[config.mk]
export PLATFORM = sky130hd
export DESIGN_NAME = least_common_multiple_unit
export DESIGN_NICKNAME = d
export VERILOG_FILES = /design/src/design/lcm_pkg.sv /design/src/design/lcm_div.sv /design/src/design/least_common_multiple_unit.sv
export SDC_FILE = /design/constraint.sdc
export NUM_CORES = 2
export LEC_CHECK = 0
export ABC_AREA = 1
export BUFFER_PORTS_ARGS = -buffer_cell sky130_fd_sc_hd__buf_2
export CAP_MARGIN = 20
export CORE_MARGIN = 4
export CORE_UTILIZATION = 54
export DETAILED_ROUTE_END_ITERATION = 12
export PLACE_DENSITY = 0.77
export SKIP_LAST_GASP = 1
export SLEW_MARGIN = 20
export SYNTH_ARGS = -nofsm -noshare
export SYNTH_HDL_FRONTEND = slang
export SYNTH_SLANG_ARGS = --single-unit
[constraint.sdc]
create_clock -name i_clk -period 7.58 [get_ports i_clk]
set_input_delay 0.758 -clock i_clk [delete_from_list [all_inputs] [get_ports i_clk]]
set_output_delay 0.758 -clock i_clk [all_outputs]
set_load 0.01 [all_outputs]
[src/design/lcm_pkg.sv]
// Shared types, constants and the microcode ROM of the least common multiple unit.
package lcm_pkg;

    localparam int LCM_OPERAND_WIDTH = 32;
    localparam int LCM_OUT_WIDTH     = 64;
    localparam int LCM_PC_WIDTH      = 4;

    typedef logic [LCM_PC_WIDTH-1:0] t_upc;

    // Datapath action selected by a control word
    typedef enum logic [2:0] {
        OP_NOP     = 3'd0,
        OP_LOAD    = 3'd1,  // take an input beat
        OP_SPECIAL = 3'd2,  // result for zero or equal operands
        OP_DIV_EUC = 3'd3,  // start divider on y / x
        OP_SWAP    = 3'd4,  // y <= x, x <= remainder
        OP_DIV_FIN = 3'd5,  // start divider on a / gcd
        OP_MUL     = 3'd6,  // result <= quotient * b
        OP_EMIT    = 3'd7   // move result to the output register
    } t_op;

    // Jump condition: taken when true, otherwise fall through to pc + 1
    typedef enum logic [2:0] {
        C_NEVER       = 3'd0,
        C_ALWAYS      = 3'd1,
        C_NO_IN       = 3'd2,
        C_SPECIAL     = 3'd3,
        C_X_ZERO      = 3'd4,
        C_DIV_BUSY    = 3'd5,
        C_OUT_BLOCKED = 3'd6
    } t_cond;

    typedef struct packed {
        t_op   op;
        t_cond cond;
        t_upc  target;
    } t_uword;

    // Step addresses
    localparam t_upc ST_IDLE     = 4'd0;
    localparam t_upc ST_CHECK    = 4'd1;
    localparam t_upc ST_EUC_TEST = 4'd2;
    localparam t_upc ST_EUC_DIV  = 4'd3;
    localparam t_upc ST_EUC_WAIT = 4'd4;
    localparam t_upc ST_EUC_SWAP = 4'd5;
    localparam t_upc ST_FIN_DIV  = 4'd6;
    localparam t_upc ST_FIN_WAIT = 4'd7;
    localparam t_upc ST_MUL      = 4'd8;
    localparam t_upc ST_OUT_WAIT = 4'd9;
    localparam t_upc ST_EMIT     = 4'd10;

    // Microcode ROM
    function automatic t_uword lcm_rom(input t_upc pc);
        t_uword w;
        w = '{op: OP_NOP, cond: C_ALWAYS, target: ST_IDLE};
        unique case (pc)
            ST_IDLE:     w = '{op: OP_LOAD,    cond: C_NO_IN,       target: ST_IDLE};
            ST_CHECK:    w = '{op: OP_SPECIAL, cond: C_SPECIAL,     target: ST_OUT_WAIT};
            ST_EUC_TEST: w = '{op: OP_NOP,     cond: C_X_ZERO,      target: ST_FIN_DIV};
            ST_EUC_DIV:  w = '{op: OP_DIV_EUC, cond: C_NEVER,       target: ST_IDLE};
            ST_EUC_WAIT: w = '{op: OP_NOP,     cond: C_DIV_BUSY,    target: ST_EUC_WAIT};
            ST_EUC_SWAP: w = '{op: OP_SWAP,    cond: C_ALWAYS,      target: ST_EUC_TEST};
            ST_FIN_DIV:  w = '{op: OP_DIV_FIN, cond: C_NEVER,       target: ST_IDLE};
            ST_FIN_WAIT: w = '{op: OP_NOP,     cond: C_DIV_BUSY,    target: ST_FIN_WAIT};
            ST_MUL:      w = '{op: OP_MUL,     cond: C_NEVER,       target: ST_IDLE};
            ST_OUT_WAIT: w = '{op: OP_NOP,     cond: C_OUT_BLOCKED, target: ST_OUT_WAIT};
            ST_EMIT:     w = '{op: OP_EMIT,    cond: C_ALWAYS,      target: ST_IDLE};
            default:     w = '{op: OP_NOP,     cond: C_ALWAYS,      target: ST_IDLE};
        endcase
        return w;
    endfunction

endpackage

[src/design/lcm_div.sv]
// Restoring divider, one quotient bit per cycle, shared by the sequencer.
module lcm_div #(
    parameter int OPERAND_WIDTH = lcm_pkg::LCM_OPERAND_WIDTH
) (
    input  logic                     i_clk,
    input  logic                     i_rst_n,
    input  logic                     i_start,
    input  logic [OPERAND_WIDTH-1:0] i_dividend,
    input  logic [OPERAND_WIDTH-1:0] i_divisor,
    output logic [OPERAND_WIDTH-1:0] o_quotient,
    output logic [OPERAND_WIDTH-1:0] o_remainder,
    output logic                     o_busy
);

    localparam int W    = OPERAND_WIDTH;
    localparam int CntW = $clog2(W + 1);

    logic [W-1:0]    r_rem, n_rem;
    logic [W-1:0]    r_quo, n_quo;
    logic [W-1:0]    r_dsr;
    logic [CntW-1:0] r_cnt;

    logic [W:0] shifted;
    logic [W:0] diff;

    // One restoring step: shift in the next dividend bit, try subtracting
    always_comb begin
        shifted = {r_rem, r_quo[W-1]};
        diff    = shifted - {1'b0, r_dsr};
        if (diff[W]) begin
            n_rem = shifted[W-1:0];
            n_quo = {r_quo[W-2:0], 1'b0};
        end else begin
            n_rem = diff[W-1:0];
            n_quo = {r_quo[W-2:0], 1'b1};
        end
    end

    // Step counter
    always_ff @(posedge i_clk) begin
        if (!i_rst_n) begin
            r_cnt <= '0;
        end else if (i_start) begin
            r_cnt <= CntW'(W);
        end else if (r_cnt != '0) begin
            r_cnt <= r_cnt - CntW'(1);
        end
    end

    // Working registers
    always_ff @(posedge i_clk) begin
        if (i_start) begin
            r_rem <= '0;
            r_quo <= i_dividend;
            r_dsr <= i_divisor;
        end else if (r_cnt != '0) begin
            r_rem <= n_rem;
            r_quo <= n_quo;
        end
    end

    assign o_quotient  = r_quo;
    assign o_remainder = r_rem;
    assign o_busy      = (r_cnt != '0);

endmodule

[src/design/least_common_multiple_unit.sv]
// Top level: microcoded least common multiple unit (Euclid gcd, divide, multiply).
//
//  channel  | direction | handshake                   | beat contents
//  ---------+-----------+-----------------------------+-------------------------------
//  in       | to unit   | i_in_valid / o_in_stall     | i_operand_a, i_operand_b
//  out      | from unit | o_out_valid / i_out_stall   | o_multiple
//
//  Zero or equal operands skip the Euclid rounds and both divisions; any other
//  beat runs the Euclid rounds, then the final a / gcd division and the multiply.
//  Every round and the final a / gcd run through the one bit-per-cycle divider.
//  Reset clears the step counter, divider counter and output valid.
//  A new beat is taken only at the idle step; a stalled result waits in the
//  output register while the sequencer holds before its emit step.
module least_common_multiple_unit #(
    parameter int OPERAND_WIDTH = lcm_pkg::LCM_OPERAND_WIDTH
) (
    input  logic                                i_clk,
    input  logic                                i_rst_n,
    input  logic                                i_in_valid,
    output logic                                o_in_stall,
    input  logic [OPERAND_WIDTH-1:0]            i_operand_a,
    input  logic [OPERAND_WIDTH-1:0]            i_operand_b,
    output logic                                o_out_valid,
    input  logic                                i_out_stall,
    output logic [lcm_pkg::LCM_OUT_WIDTH-1:0]   o_multiple
);

    localparam int W    = OPERAND_WIDTH;
    localparam int OutW = lcm_pkg::LCM_OUT_WIDTH;

    lcm_pkg::t_upc   r_pc, n_pc;
    lcm_pkg::t_uword uw;

    logic [W-1:0]      r_a, r_b, r_x, r_y;
    logic [OutW-1:0]   r_res;
    logic [OutW-1:0]   r_out;
    logic              r_out_valid;

    logic              in_accept;
    logic              out_accept;
    logic              special;
    logic              jump;

    logic              div_start;
    logic [W-1:0]      div_dividend, div_divisor;
    logic [W-1:0]      div_quo, div_rem;
    logic              div_busy;
    logic [2*W-1:0]    mul_prod;

    // Control word fetch
    assign uw = lcm_pkg::lcm_rom(r_pc);

    // Handshake
    assign o_in_stall = (uw.op != lcm_pkg::OP_LOAD);
    assign in_accept  = i_in_valid && !o_in_stall;
    assign out_accept = r_out_valid && !i_out_stall;

    assign special = (r_a == '0) || (r_b == '0) || (r_a == r_b);

    // Jump condition select
    always_comb begin
        unique case (uw.cond)
            lcm_pkg::C_NEVER:       jump = 1'b0;
            lcm_pkg::C_ALWAYS:      jump = 1'b1;
            lcm_pkg::C_NO_IN:       jump = !in_accept;
            lcm_pkg::C_SPECIAL:     jump = special;
            lcm_pkg::C_X_ZERO:      jump = (r_x == '0);
            lcm_pkg::C_DIV_BUSY:    jump = div_busy;
            lcm_pkg::C_OUT_BLOCKED: jump = r_out_valid && i_out_stall;
            default:                jump = 1'b1;
        endcase
        n_pc = jump ? uw.target : r_pc + lcm_pkg::t_upc'(1);
    end

    // Step counter
    always_ff @(posedge i_clk) begin
        if (!i_rst_n) begin
            r_pc <= lcm_pkg::ST_IDLE;
        end else begin
            r_pc <= n_pc;
        end
    end

    // Divider hookup
    assign div_start    = (uw.op == lcm_pkg::OP_DIV_EUC) || (uw.op == lcm_pkg::OP_DIV_FIN);
    assign div_dividend = (uw.op == lcm_pkg::OP_DIV_EUC) ? r_y : r_a;
    assign div_divisor  = (uw.op == lcm_pkg::OP_DIV_EUC) ? r_x : r_y;

    lcm_div #(
        .OPERAND_WIDTH (W)
    ) u_div (
        .i_clk       (i_clk),
        .i_rst_n     (i_rst_n),
        .i_start     (div_start),
        .i_dividend  (div_dividend),
        .i_divisor   (div_divisor),
        .o_quotient  (div_quo),
        .o_remainder (div_rem),
        .o_busy      (div_busy)
    );

    assign mul_prod = (2*W)'(div_quo) * (2*W)'(r_b);

    // Datapath registers
    always_ff @(posedge i_clk) begin
        case (uw.op)
            lcm_pkg::OP_LOAD: begin
                if (in_accept) begin
                    r_a <= i_operand_a;
                    r_b <= i_operand_b;
                    r_x <= i_operand_a;
                    r_y <= i_operand_b;
                end
            end
            lcm_pkg::OP_SPECIAL: begin
                r_res <= (r_a == '0) ? OutW'(r_b) : OutW'(r_a);
            end
            lcm_pkg::OP_SWAP: begin
                r_y <= r_x;
                r_x <= div_rem;
            end
            lcm_pkg::OP_MUL: begin
                r_res <= OutW'(mul_prod);
            end
            lcm_pkg::OP_EMIT: begin
                r_out <= r_res;
            end
            default: begin
            end
        endcase
    end

    // Output register valid
    always_ff @(posedge i_clk) begin
        if (!i_rst_n) begin
            r_out_valid <= 1'b0;
        end else if (uw.op == lcm_pkg::OP_EMIT) begin
            r_out_valid <= 1'b1;
        end else if (out_accept) begin
            r_out_valid <= 1'b0;
        end
    end

    assign o_out_valid = r_out_valid;
    assign o_multiple  = r_out;

`ifndef NO_ASSERTIONS
    // Emit never overwrites a result still waiting at the output
    a_emit_free: assert property (@(posedge i_clk) disable iff (!i_rst_n)
        (r_pc == lcm_pkg::ST_EMIT) |-> !r_out_valid)
        else $error("emit while output register full");

    // Divider is never restarted mid-division
    a_div_idle: assert property (@(posedge i_clk) disable iff (!i_rst_n)
        div_start |-> !div_busy)
        else $error("divider started while busy");

    // Accepted beat goes straight to the operand check
    a_accept_seq: assert property (@(posedge i_clk) disable iff (!i_rst_n)
        in_accept |=> (r_pc == lcm_pkg::ST_CHECK))
        else $error("sequencer did not advance after input beat");

    // Euclid remainder is below the divisor
    a_rem_bound: assert property (@(posedge i_clk) disable iff (!i_rst_n)
        (r_pc == lcm_pkg::ST_EUC_SWAP) |-> (div_rem < r_x))
        else $error("Euclid remainder not below divisor");

    // The gcd divides operand a exactly
    a_gcd_exact: assert property (@(posedge i_clk) disable iff (!i_rst_n)
        (r_pc == lcm_pkg::ST_MUL) |-> (div_rem == '0))
        else $error("gcd does not divide operand a");
`endif

endmodule
==> impl_metrics.ini <==
[sta]
finalClockSkew_ns = 0.05876
fin_crit_sh = 0.9839
min_period_ns = 7.458
fmax_mhz = 134.1
worst_slew_pin_slew_ns = 1.162
finalWorstSetupSlack_ns = 0.1221
hold_violations = 0
drv_slew = 0
holdWs_ns = 0.3534
slew_headroom = 0.2254
rsz0062_at_grt = true
setup_viol = 0

[routing]
vias_per_cell = 5.381
drtPass1Iterations = 6
ant_nets = 0
wirelength_um = 156300
drt-initial-drc-count = 4353
wl_per_cell_um = 19.79
via_count = 42490
remaining_drc_errors = 0

[place]
dp_hpwl_um = 125800
gp_congestion = 1.015
port-buffer-count = 133
place_ws_ns = -0.1286

[clocking]
clkSlewWorstSetupHoldPaths_ns = 0.06
root_buffer = clkbuf_16
clk_path_buf_depth = 3
htreeDepth = 2
worstSkewPairLatency_ns = 0.63
cts_tree = done
cts_hold_buf = 0
numCtsBuffers = 41
cts.sinks = 373

[finish]
num-fill-cells = 8363
multi_input_area_mm2 = 0.03373
fin_nets = 7851
area_delta_synth_final_pct = 9.341
drive_gt1_frac = 0.07540
regArea_mm2 = 0.01067

[floorplanning]
die_y_um = 320.0
start_util = 0.5437
core_mm2 = 0.09671
die_w_um = 320.0
ios = 134
dieArea_mm2 = 0.1024
row_count = 114

[global_routing]
grt_pass1_vias = 44320
antenna_found_initial = 3
grtUsageTotal = 0.3099
grt_max_degree = 105
grt_pass1_wl_um = 247500
overflow = 0

[yosys]
synth_compound_area_frac = 0.06423
synthDistinctLibCells = 49
synth_adder_area_share = 0.4132
syn_area_mm2 = 0.05258
synth-seq-cells = 373
avgSynthCellArea_um2 = 8.101
ys_seq_area_frac = 0.2030
synth_xor_area_frac = 0.006830
syn_inst = 6490
syn_nets = 7756
ys_warn_count = 0
yosys.area_share.simple = 0.1545
synthMuxAreaShare = 0.0006426
synth_top_family_by_area = adder cells

[min_path]
hold_end = r_b[3]
hold_class = in2reg
holdPathStages = 1
min-delay-start = i_operand_b[3]

[worst_setup_path]
reg2reg_slack_ns = 0.12
rr_endpoint = r_res[24]
crit_required_ns = 7.96
start_kind = flip-flop
ff2ff_path_depth = 23
crit_path_end_kind = flip-flop
cp_max_fo = 14
r2r_start = u_div.o_quotient[1]
crit_arrival_ns = 7.84
crit_type = reg2reg

[run_status]
status = finished, final reports clean

[flow_run]
drv_cap = 0
cell type report:
type                            count  share of cell area
Timing Repair Buffer              370             0.05435
Inverter                         1865              0.1218
Tap cell                         1276             0.02777
Multi-Input combinational cell   3934              0.5868
Sequential cell                   373              0.1856
Clock buffer                       52             0.01891
Antenna cell                        2          0.00008706
Clock inverter                     24            0.004658
critical path: stages (launching register included):
cell      delay, ns
edfxtp_1       0.75
buf_4          0.37
nand2_1        0.08
inv_1          0.05
fa_1           0.51
fa_1           0.53
inv_1          0.06
fa_1           0.55
inv_1          0.06
ha_1           0.20
fa_1           0.47
fa_1           0.45
fa_1           0.55
fa_1           0.42
ha_1           0.42
nand2_1        0.13
nor2_1         0.15
inv_1          0.13
nor2_2         0.30
nand4_1        0.21
nand3_2        0.21
o21ai_0        0.11
a21oi_1        0.29
o21bai_1       0.21
per-stage QoR:
stage | utilization | TNS [ns] | std cells | cell area, um2
CTS | 0.5926 | 0 | 7884 | 57310
finish | 0.5944 | 0 | 7896 | 57490
global route | 0.5944 | -0.04108 | 7894 | 57480
floorplan | - | 0 | 6490 | 52580
detailed placement | 0.5771 | -0.3209 | 7792 | 55810
global placement | 0.5771 | -0.3536 | 7792 | 55810
sequential cells by signal, summed over array words and instances, names as in the netlist:
signal	flops
o_multiple	64
r_res	64
r_a	32
r_b	32
r_x	32
r_y	32
u_div.o_quotient	32
u_div.o_remainder	32
u_div.r_dsr	32
uw	10
u_div.r_cnt	6
r_pc	4
o_out_valid	1
layer usage:
layer | GRT usage | wire, um | vias up
li1 | - | - | 19070
met1 | 0.4338 | 61810 | 20700
met2 | 0.4870 | 70280 | 2375
met3 | 0.06404 | 18160 | 341
met4 | 0.1017 | 5992 | 4
met5 | 0 | 21 | -
layout by cell type (no fill, tap or decap), types with 7 or more instances in the layout:
master / synthesis / layout
a21o_1: 21 / 21
a21oi_1: 245 / 238
a31oi_1: 11 / 10
buf_12: 0 / 54
buf_2: 38 / 133
buf_4: 0 / 182
clkbuf_1: 269 / 9
clkbuf_16: 0 / 41
clkinv_2: 0 / 9
dfxtp_1: 53 / 53
edfxtp_1: 320 / 320
fa_1: 897 / 897
ha_1: 301 / 301
inv_1: 1862 / 1858
nand2_1: 1577 / 1576
nand2_2: 10 / 11
nand3_1: 100 / 96
nand4_1: 25 / 25
nor2_1: 291 / 285
nor2_2: 3 / 7
nor3_1: 21 / 21
o21a_1: 15 / 15
o21ai_0: 296 / 290
o21ai_1: 9 / 14
o21bai_1: 14 / 14
xnor2_1: 22 / 22
xor2_1: 19 / 19
cells in the mapped netlist, drive strengths merged:
library cell  count  area, um2
nand2b            1      6.260
xnor2            22      192.7
nor4              5      31.28
o211ai            3      27.52
o21a             15      112.6
o21ai           308       1553
a211oi            1      7.510
o21bai           15      116.4
and2              3      18.77
inv            1864       6997
o2111ai           1      8.760
fa              897      17960
nand3           104      548.0
clkbuf          269       1010
a21o             21      157.7
clkinv            1      3.750
nand4            25      156.4
a22oi             1      7.510
ha              301       3766
or2               4      25.02
buf              49      276.5
xor2             19      166.4
nor3             22      115.1
a21oi           245       1226
a31oi            11      68.82
nand3b            5      41.29
dfxtp            53       1061
mux2              3      33.78
edfxtp          320       9609
nand2          1592       6038
nor2            297       1145
a32oi             1      8.760
o22ai             6      37.54
a21boi            6      45.04
cell families (layout without fill, tap and decap cells):
group / count (synthesis) / after routing
other cells: 0 / 2
xor+xnor: 41 / 41
buf+inv: 2183 / 2311
fa+ha+maj: 1198 / 1198
simple gates: 2058 / 2058
compound gates: 634 / 634
flops: 373 / 373
mux: 3 / 3
how the worst max path moves through the flow:
stage	startpoint	endpoint	slack, ns	depth (start not counted)
4_1_cts	u_div.o_quotient[5]	r_res[58]	0.007	24
3_5_place_dp	u_div.o_quotient[14]	r_res[38]	-0.13	23
5_1_grt	u_div.o_quotient[17]	r_res[47]	-0.01	25
2_1_floorplan	u_div.o_quotient[22]	r_res[58]	1.03	27
6_report	u_div.o_quotient[1]	r_res[24]	0.12	23
3_3_place_gp	u_div.o_quotient[14]	r_res[38]	-0.13	23
repair_timing:
item,CTS,global route
gates cloned,0,0
buffers inserted,16,10
endpoints found under the setup margin,10,34
pin swaps,0,1
gates resized for setup,2,21
Power is left out: the tool's default activity adds up to more than one toggle a clock period on the data nets, which glitch-free logic cannot reach.
